## src/sv/rau_pkg.sv

```systemverilog
// ----------------------------------------------------------------------------
// rau_pkg
// Types and constants shared by the rational arithmetic unit.
// ----------------------------------------------------------------------------
package rau_pkg;

    localparam int OPW   = 16;
    localparam int MW    = 2 * OPW;
    localparam int CW    = $clog2(MW + 1);
    localparam int NUM_W = 33;
    localparam int DEN_W = 31;

    localparam logic [2:0] OP_ADD = 3'd0;
    localparam logic [2:0] OP_SUB = 3'd1;
    localparam logic [2:0] OP_MUL = 3'd2;
    localparam logic [2:0] OP_DIV = 3'd3;
    localparam logic [2:0] OP_EQ  = 3'd4;

    typedef struct packed {
        logic [2:0]            op;
        logic signed [OPW-1:0] a_num;
        logic signed [OPW-1:0] a_den;
        logic signed [OPW-1:0] b_num;
        logic signed [OPW-1:0] b_den;
    } t_in;

    typedef struct packed {
        logic signed [NUM_W-1:0] res_num;
        logic [DEN_W-1:0]        res_den;
        logic                    is_equal;
        logic                    den_forced;
    } t_out;

    typedef enum logic [2:0] {
        S_IDLE,
        S_MUL,
        S_FORM,
        S_GCD,
        S_GSH,
        S_DIV,
        S_DONE
    } t_state;

endpackage

```

## src/sv/rau_mul.sv

```systemverilog
// ----------------------------------------------------------------------------
// rau_mul
// Shared signed multiplier with a registered product.
// ----------------------------------------------------------------------------
module rau_mul (
    input  logic                              i_clk,
    input  logic signed [rau_pkg::OPW-1:0]    i_a,
    input  logic signed [rau_pkg::OPW-1:0]    i_b,
    output logic signed [2*rau_pkg::OPW-1:0]  o_p
);
    import rau_pkg::*;

    logic signed [2*OPW-1:0] r_p;

    always_ff @(posedge i_clk) begin
        r_p <= i_a * i_b;
    end

    assign o_p = r_p;

endmodule

```

## src/sv/rational_arith_unit_core.sv

```systemverilog
// ----------------------------------------------------------------------------
// rational_arith_unit_core
// Rational ALU: add, subtract, multiply, divide, equality; GCD reduction.
//
//   channel   dir   payload      handshake
//   input     in    i_data t_in  i_valid / o_stall
//   output    out   o_data t_out o_valid / i_stall
//
// An item goes through the multiplier pass, a binary GCD of one step per
// cycle, a shift back by the common power of two, and two bit-serial
// divisions that divide numerator and denominator by the GCD.
// Equality and unused op codes finish after the multiplier pass or at once.
// Reset is synchronous and clears the sequencer and output valid.
// o_stall is high while an item is in work; a stalled result beat holds.
// ----------------------------------------------------------------------------
module rational_arith_unit_core (
    input  logic          i_clk,
    input  logic          i_rst_n,
    input  logic          i_valid,
    output logic          o_stall,
    input  rau_pkg::t_in  i_data,
    output logic          o_valid,
    input  logic          i_stall,
    output rau_pkg::t_out o_data
);
    import rau_pkg::*;

    t_state r_state, n_state;
    logic [CW-1:0] r_cnt, n_cnt;
    logic [2:0] r_op, n_op;
    logic signed [OPW-1:0] r_an, n_an, r_ad, n_ad, r_bn, n_bn, r_bd, n_bd;
    logic r_forced, n_forced;
    logic signed [MW-1:0] r_p [4];
    logic signed [MW-1:0] n_p [4];
    logic r_neg, n_neg, r_eq, n_eq, r_pass, n_pass;
    logic [MW-1:0] r_un, n_un, r_ud, n_ud, r_ga, n_ga, r_gb, n_gb, r_quo, n_quo;
    logic [MW:0] r_rem, n_rem;
    logic r_ovalid, n_ovalid;
    t_out r_out, n_out;

    logic signed [OPW-1:0] mul_a, mul_b;
    logic signed [MW-1:0]  mul_p;
    logic signed [MW:0]    nr, dr, dv;
    logic [MW:0]           rem_sh;
    logic                  ge;
    logic [63:0]           ext_un, ext_sv;

    rau_mul u_mul (
        .i_clk (i_clk),
        .i_a   (mul_a),
        .i_b   (mul_b),
        .o_p   (mul_p)
    );

    always_comb begin
        case (r_cnt[1:0])
            2'd0:    begin mul_a = r_an; mul_b = r_bd; end
            2'd1:    begin mul_a = r_ad; mul_b = r_bn; end
            2'd2:    begin mul_a = r_ad; mul_b = r_bd; end
            default: begin mul_a = r_an; mul_b = r_bn; end
        endcase
    end

    always_comb begin
        n_state = r_state;
        n_cnt = r_cnt;
        n_op = r_op;
        n_an = r_an; n_ad = r_ad; n_bn = r_bn; n_bd = r_bd;
        n_forced = r_forced;
        n_p = r_p;
        n_neg = r_neg; n_eq = r_eq; n_pass = r_pass;
        n_un = r_un; n_ud = r_ud; n_ga = r_ga; n_gb = r_gb;
        n_quo = r_quo; n_rem = r_rem;
        n_ovalid = r_ovalid;
        n_out = r_out;
        nr = '0; dr = '0; dv = '0;
        rem_sh = {r_rem[MW-1:0], r_quo[MW-1]};
        ge = (rem_sh >= {1'b0, r_gb});
        ext_un = 64'(r_un);
        ext_sv = r_neg ? (64'd0 - ext_un) : ext_un;

        if (r_ovalid && !i_stall) begin
            n_ovalid = 1'b0;
        end

        case (r_state)
            S_IDLE: begin
                if (i_valid) begin
                    n_op = i_data.op;
                    n_an = i_data.a_num;
                    n_bn = i_data.b_num;
                    n_ad = (i_data.a_den == '0) ? OPW'(1) : i_data.a_den;
                    n_bd = (i_data.b_den == '0) ? OPW'(1) : i_data.b_den;
                    n_forced = (i_data.a_den == '0) || (i_data.b_den == '0);
                    n_cnt = '0;
                    n_state = (i_data.op > OP_EQ) ? S_DONE : S_MUL;
                end
            end
            S_MUL: begin
                if (r_cnt != '0) begin
                    n_p[2'(r_cnt - CW'(1))] = mul_p;
                end
                n_cnt = r_cnt + CW'(1);
                if (r_cnt == CW'(4)) begin
                    n_state = S_FORM;
                end
            end
            S_FORM: begin
                case (r_op)
                    OP_ADD: begin
                        nr = (MW+1)'(r_p[0]) + (MW+1)'(r_p[1]);
                        dr = (MW+1)'(r_p[2]);
                    end
                    OP_SUB: begin
                        nr = (MW+1)'(r_p[0]) - (MW+1)'(r_p[1]);
                        dr = (MW+1)'(r_p[2]);
                    end
                    OP_MUL: begin
                        nr = (MW+1)'(r_p[3]);
                        dr = (MW+1)'(r_p[2]);
                    end
                    default: begin
                        nr = (MW+1)'(r_p[0]);
                        dr = (MW+1)'(r_p[1]);
                    end
                endcase
                dv = (dr == '0) ? (MW+1)'(1) : dr;
                n_eq = (r_p[0] == r_p[1]);
                if (r_op == OP_EQ) begin
                    n_state = S_DONE;
                end else begin
                    if (dr == '0) begin
                        n_forced = 1'b1;
                    end
                    n_neg = nr[MW] ^ dv[MW];
                    n_un = nr[MW] ? MW'(-nr) : MW'(nr);
                    n_ud = dv[MW] ? MW'(-dv) : MW'(dv);
                    n_ga = n_un;
                    n_gb = n_ud;
                    n_cnt = '0;
                    n_state = S_GCD;
                end
            end
            S_GCD: begin
                if (r_ga == '0) begin
                    n_state = S_GSH;
                end else if (!r_ga[0] && !r_gb[0]) begin
                    n_ga = r_ga >> 1;
                    n_gb = r_gb >> 1;
                    n_cnt = r_cnt + CW'(1);
                end else if (!r_ga[0]) begin
                    n_ga = r_ga >> 1;
                end else if (!r_gb[0]) begin
                    n_gb = r_gb >> 1;
                end else if (r_ga >= r_gb) begin
                    n_ga = r_ga - r_gb;
                end else begin
                    n_gb = r_gb - r_ga;
                end
            end
            S_GSH: begin
                if (r_cnt == '0) begin
                    n_rem = '0;
                    n_quo = r_un;
                    n_pass = 1'b0;
                    n_state = S_DIV;
                end else begin
                    n_gb = r_gb << 1;
                    n_cnt = r_cnt - CW'(1);
                end
            end
            S_DIV: begin
                n_rem = ge ? (rem_sh - {1'b0, r_gb}) : rem_sh;
                n_quo = {r_quo[MW-2:0], ge};
                n_cnt = r_cnt + CW'(1);
                if (r_cnt == CW'(MW - 1)) begin
                    n_cnt = '0;
                    if (!r_pass) begin
                        n_un = {r_quo[MW-2:0], ge};
                        n_quo = r_ud;
                        n_rem = '0;
                        n_pass = 1'b1;
                    end else begin
                        n_ud = {r_quo[MW-2:0], ge};
                        n_state = S_DONE;
                    end
                end
            end
            S_DONE: begin
                if (!r_ovalid || !i_stall) begin
                    n_ovalid = 1'b1;
                    n_out.res_num = '0;
                    n_out.res_den = DEN_W'(1);
                    n_out.is_equal = 1'b0;
                    n_out.den_forced = 1'b0;
                    if (r_op == OP_EQ) begin
                        n_out.is_equal = r_eq;
                        n_out.den_forced = r_forced;
                    end else if (r_op <= OP_DIV) begin
                        n_out.res_num = ext_sv[NUM_W-1:0];
                        n_out.res_den = DEN_W'(r_ud);
                        n_out.den_forced = r_forced;
                    end
                    n_state = S_IDLE;
                end
            end
            default: begin
                n_state = S_IDLE;
            end
        endcase
    end

    always_ff @(posedge i_clk) begin
        if (!i_rst_n) begin
            r_state <= S_IDLE;
            r_cnt <= '0;
            r_pass <= 1'b0;
            r_ovalid <= 1'b0;
        end else begin
            r_state <= n_state;
            r_cnt <= n_cnt;
            r_pass <= n_pass;
            r_ovalid <= n_ovalid;
        end
    end

    always_ff @(posedge i_clk) begin
        r_op <= n_op;
        r_an <= n_an;
        r_ad <= n_ad;
        r_bn <= n_bn;
        r_bd <= n_bd;
        r_forced <= n_forced;
        r_p <= n_p;
        r_neg <= n_neg;
        r_eq <= n_eq;
        r_un <= n_un;
        r_ud <= n_ud;
        r_ga <= n_ga;
        r_gb <= n_gb;
        r_quo <= n_quo;
        r_rem <= n_rem;
        r_out <= n_out;
    end

    assign o_stall = (r_state != S_IDLE);
    assign o_valid = r_ovalid;
    assign o_data  = r_out;

endmodule

```

## config.mk

```make
export PLATFORM = sky130hd
export DESIGN_NAME = rational_arith_unit_core
export DESIGN_NICKNAME = d
export VERILOG_FILES = /design/src/sv/rau_pkg.sv /design/src/sv/rau_mul.sv /design/src/sv/rational_arith_unit_core.sv
export SDC_FILE = /design/constraint.sdc
export NUM_CORES = 2
export LEC_CHECK = 0
export BUFFER_PORTS_ARGS = -buffer_cell sky130_fd_sc_hd__buf_4
export CORE_ASPECT_RATIO = 0.75
export CORE_UTILIZATION = 55
export DETAILED_ROUTE_END_ITERATION = 10
export PLACE_DENSITY = 0.73
export SYNTH_ARGS = -nofsm -noshare
export SYNTH_HDL_FRONTEND = slang
export SYNTH_SLANG_ARGS = --single-unit
```

## constraint.sdc

```tcl
create_clock -name i_clk -period 8.9 [get_ports i_clk]
set_input_delay 1.78 -clock i_clk [delete_from_list [all_inputs] [get_ports i_clk]]
set_output_delay 1.78 -clock i_clk [all_outputs]
set_load 0.01 [all_outputs]
```

==> results.tsv <==
stage	metric	value	unit
clocking	cts_sinks	499	
clocking	clk_pin_slew_worst_paths	0.07	ns
grt	wire_length_of_the_first_global_routing_pass	190000	um
clocking	tritoncts.num_buffers	52	
hold_path	worstHoldStart	u_mul.o_p[12]	
clocking	cts_repair_resize_count	0	
detailed_routing	vias_after_detailed_routing	32700	
detailed_routing	wl_per_cell	23.9	um
grt	first_global_vias	30800	
clocking	worst_skew_pair.late_latency	0.67	ns
yosys	synth_enable_flop_cells	456	
yosys	synth_nets	4822	
yosys	ys_warn_count	0	
detailed_routing	totalWireLength	126000	um
setup_path	critical_path_required	9.49	ns
flow_run	maxCapViolCount	0	
placement	dp_hpwl	98400	um
setup_path	timing.reg2reg.worst_path_depth	27	
die	design.die.area	75700	um^2
setup_path	reg2reg_to	u_mul.o_p[30]	
yosys	synth-async-reset-ratio	0	%
setup_path	setup.reg_to_reg.worst_slack	0.57	ns
timing	setup_violations	0	
clocking	cts_root_buffer	sky130_fd_sc_hd__clkbuf_16	
clocking	htree_levels	2	
timing	max_freq	0.120	GHz
clocking	clock_tree.buffer_depth	3	
yosys	synth_flop_cell	sky130_fd_sc_hd__edfxtp_1	
yosys	postSynthAreaPerCell	9.70	um^2
setup_path	crit_path_end_kind	flip-flop	
setup_path	worst-endpoint-arrival	8.92	ns
final_layout	flow.area_growth_from_synthesis	8.75	%
placement	place.port_buffers	138	
grt	grt_remaining_overflow	0	
final_layout	register_with_the_highest_flop_count	r_p	
timing	finClkSkew	0.0467	ns
final_layout	final_nets	4849	
setup_path	path_max_fanout	10	
die	rows	86	
grt	grt_max_degree	110	
yosys	synthesis.instances	4231	
die	die_h	239	um
detailed_routing	detail-route-antenna-nets	0	
setup_path	worst_r2r_startpoint	r_cnt[0]	
grt	grt_antenna_before_repair	3	
detailed_routing	firstDrtPassIters	7	
final_layout	multi_input_area	24000	um^2
final_layout	fillCellCount	6193	
setup_path	critPathKind	reg -> reg	
grt	track_usage	33.5	%
die	io_pins	139	
hold_path	hold_path_end	r_p[44]	
timing	fin_crit_sh	93.6	%
final_layout	largest_register_ff_count	128	
final_layout	final_cell_count_no_fill	5272	
timing	worst_hold_slack	0.471	ns
timing	fin_setup_tns	0	ns
timing	unrepaired_setup_endpoints_after_global_routing	no	
placement	place.detailed.instances	5172	
clocking	cts_hold_buf	0	
die	design.core.area	73600	um^2
die	start_util	55.7	%
yosys	ys_seq_elements	499	
yosys	synth_area	41000	um^2
clocking	tritoncts	yes	
final_layout	mostFrequentLayoutCells	456 x sky130_fd_sc_hd__edfxtp_1, 453 x sky130_fd_sc_hd__nor2_1, 447 x sky130_fd_sc_hd__inv_1	
placement	finalWeightedCongestion	1.04	
timing	slew_violations	0	
timing	report.final.hold_viol_count	0	
yosys	netlist-cell-type-count	96	
timing	final_period_minus_worst_setup_slack	8.33	ns
yosys	yosysSeqAreaShare	35.5	%
detailed_routing	drt_first_iter_violations	4524	
final_layout	final_common_cell	sky130_fd_sc_hd__edfxtp_1	
clocking	postCtsSetupBuffers	0	
setup_path	start_kind	flip-flop	
hold_path	worst_hold_path.num_cells	0	
hold_path	worstHoldPathType	reg -> reg	
die	floorplan.die.width	317	um
timing	worst_margin_slew	1.20	ns
detailed_routing	post_route_drc	0	
final_layout	register_area	14600	um^2
status	run_status	finished, final reports clean	
final_layout	post_route_cells_drive_above_1_share	8.53	%
timing	slew-limit-headroom	20.1	%
detailed_routing	avgViaCountPerCell	6.20	
## worst max-delay path by stage
stage	start	endpoint	slack [ns]	depth (start not counted)
6_report	r_cnt[0]	u_mul.o_p[30]	0.57	27
5_1_grt	r_cnt[0]	u_mul.o_p[30]	0.05	27
4_1_cts	r_cnt[0]	u_mul.o_p[31]	0.65	26
3_5_place_dp	r_cnt[0]	u_mul.o_p[31]	0.61	26
3_3_place_gp	r_cnt[0]	u_mul.o_p[31]	0.81	26
2_1_floorplan	r_cnt[0]	u_mul.o_p[31]	0.95	28
## layout make-up
| cell class | count | area share (%) |
|---|---|---|
| repair buffers | 203 | 3.42 |
| diodes | 3 | 0.0168 |
| multi-input cells | 3054 | 53.8 |
| clock buffers | 65 | 3.05 |
| well taps | 968 | 2.71 |
| flip-flops and latches | 499 | 32.6 |
| clock inverters | 32 | 0.645 |
| inverters | 448 | 3.77 |
## kinds of logic (layout without fill, tap and decap cells)
kind of cell    Yosys count  count (layout)  share of synthesized area [%]
compound gates          992             992                           15.9
xor+xnor                219             219                           4.67
fa+ha+maj               520             520                           20.7
buf+inv                 678             748                           6.31
flops                   499             499                           35.5
mux                     141             141                           3.52
other cells               0               3                              0
simple gates           1182            1182                           13.4
## cell usage after synthesis (43+ instances only)
cell	count	share of area [%]
sky130_fd_sc_hd__a21oi_1	291	3.5
sky130_fd_sc_hd__nor2_1	455	4.2
sky130_fd_sc_hd__nand2b_1	46	0.70
sky130_fd_sc_hd__nand2_1	307	2.8
sky130_fd_sc_hd__xor2_1	97	2.1
sky130_fd_sc_hd__o21ai_0	187	2.3
sky130_fd_sc_hd__inv_1	447	4.1
sky130_fd_sc_hd__mux2i_1	116	2.8
sky130_fd_sc_hd__fa_1	267	13
sky130_fd_sc_hd__dfxtp_1	43	2.1
sky130_fd_sc_hd__xnor2_1	122	2.6
sky130_fd_sc_hd__ha_1	253	7.7
sky130_fd_sc_hd__nor2b_1	74	1.1
sky130_fd_sc_hd__clkbuf_1	189	1.7
sky130_fd_sc_hd__a221oi_1	69	1.5
sky130_fd_sc_hd__nor3_1	65	0.79
sky130_fd_sc_hd__a21o_1	95	1.7
sky130_fd_sc_hd__a211oi_1	60	1.1
sky130_fd_sc_hd__edfxtp_1	456	33
## per-stage QoR
stage / worst slack (ns) / cell area [um^2] / util, %
2_1_floorplan: 0.947 / 41000 / -
3_3_place_gp: 0.809 / 43000 / 58.4
3_5_place_dp: 0.613 / 43000 / 58.4
4_1_cts: 0.646 / 44600 / 60.6
5_1_grt: 0.0518 / 44600 / 60.6
6_report: 0.568 / 44600 / 60.6
## worst max-delay path: stages (launching register included)
cell                        delay [ns]
sky130_fd_sc_hd__dfxtp_1          0.53
sky130_fd_sc_hd__inv_1            0.16
sky130_fd_sc_hd__ha_1             0.72
sky130_fd_sc_hd__buf_4            0.31
sky130_fd_sc_hd__mux2i_1          0.48
sky130_fd_sc_hd__nor2_1           0.14
sky130_fd_sc_hd__fa_1             0.52
sky130_fd_sc_hd__inv_1            0.05
sky130_fd_sc_hd__fa_1             0.46
sky130_fd_sc_hd__fa_1             0.49
sky130_fd_sc_hd__fa_1             0.54
sky130_fd_sc_hd__inv_1            0.04
sky130_fd_sc_hd__fa_1             0.50
sky130_fd_sc_hd__fa_1             0.41
sky130_fd_sc_hd__ha_1             0.34
sky130_fd_sc_hd__a21o_1           0.18
sky130_fd_sc_hd__a21o_1           0.18
sky130_fd_sc_hd__a21oi_1          0.21
sky130_fd_sc_hd__o21ai_0          0.12
sky130_fd_sc_hd__nand2_1          0.10
sky130_fd_sc_hd__a21boi_0         0.49
sky130_fd_sc_hd__a2111oi_0        0.29
sky130_fd_sc_hd__o21a_1           0.25
sky130_fd_sc_hd__o21a_1           0.18
sky130_fd_sc_hd__o21ai_0          0.16
sky130_fd_sc_hd__nand2b_1         0.07
sky130_fd_sc_hd__a21oi_1          0.20
sky130_fd_sc_hd__xnor2_1          0.14
## routing by layer
layer | track usage, % | routed length (um) | vias up
li1 | - | - | 14900
met1 | 51.8 | 56500 | 15700
met2 | 41.9 | 46700 | 1919
met3 | 14.8 | 20000 | 194
met4 | 7.64 | 2850 | 6
met5 | 0 | 34 | -
Power is not shown: default switching activity piles up to over one toggle a cycle in this logic, so the estimate is an artifact.
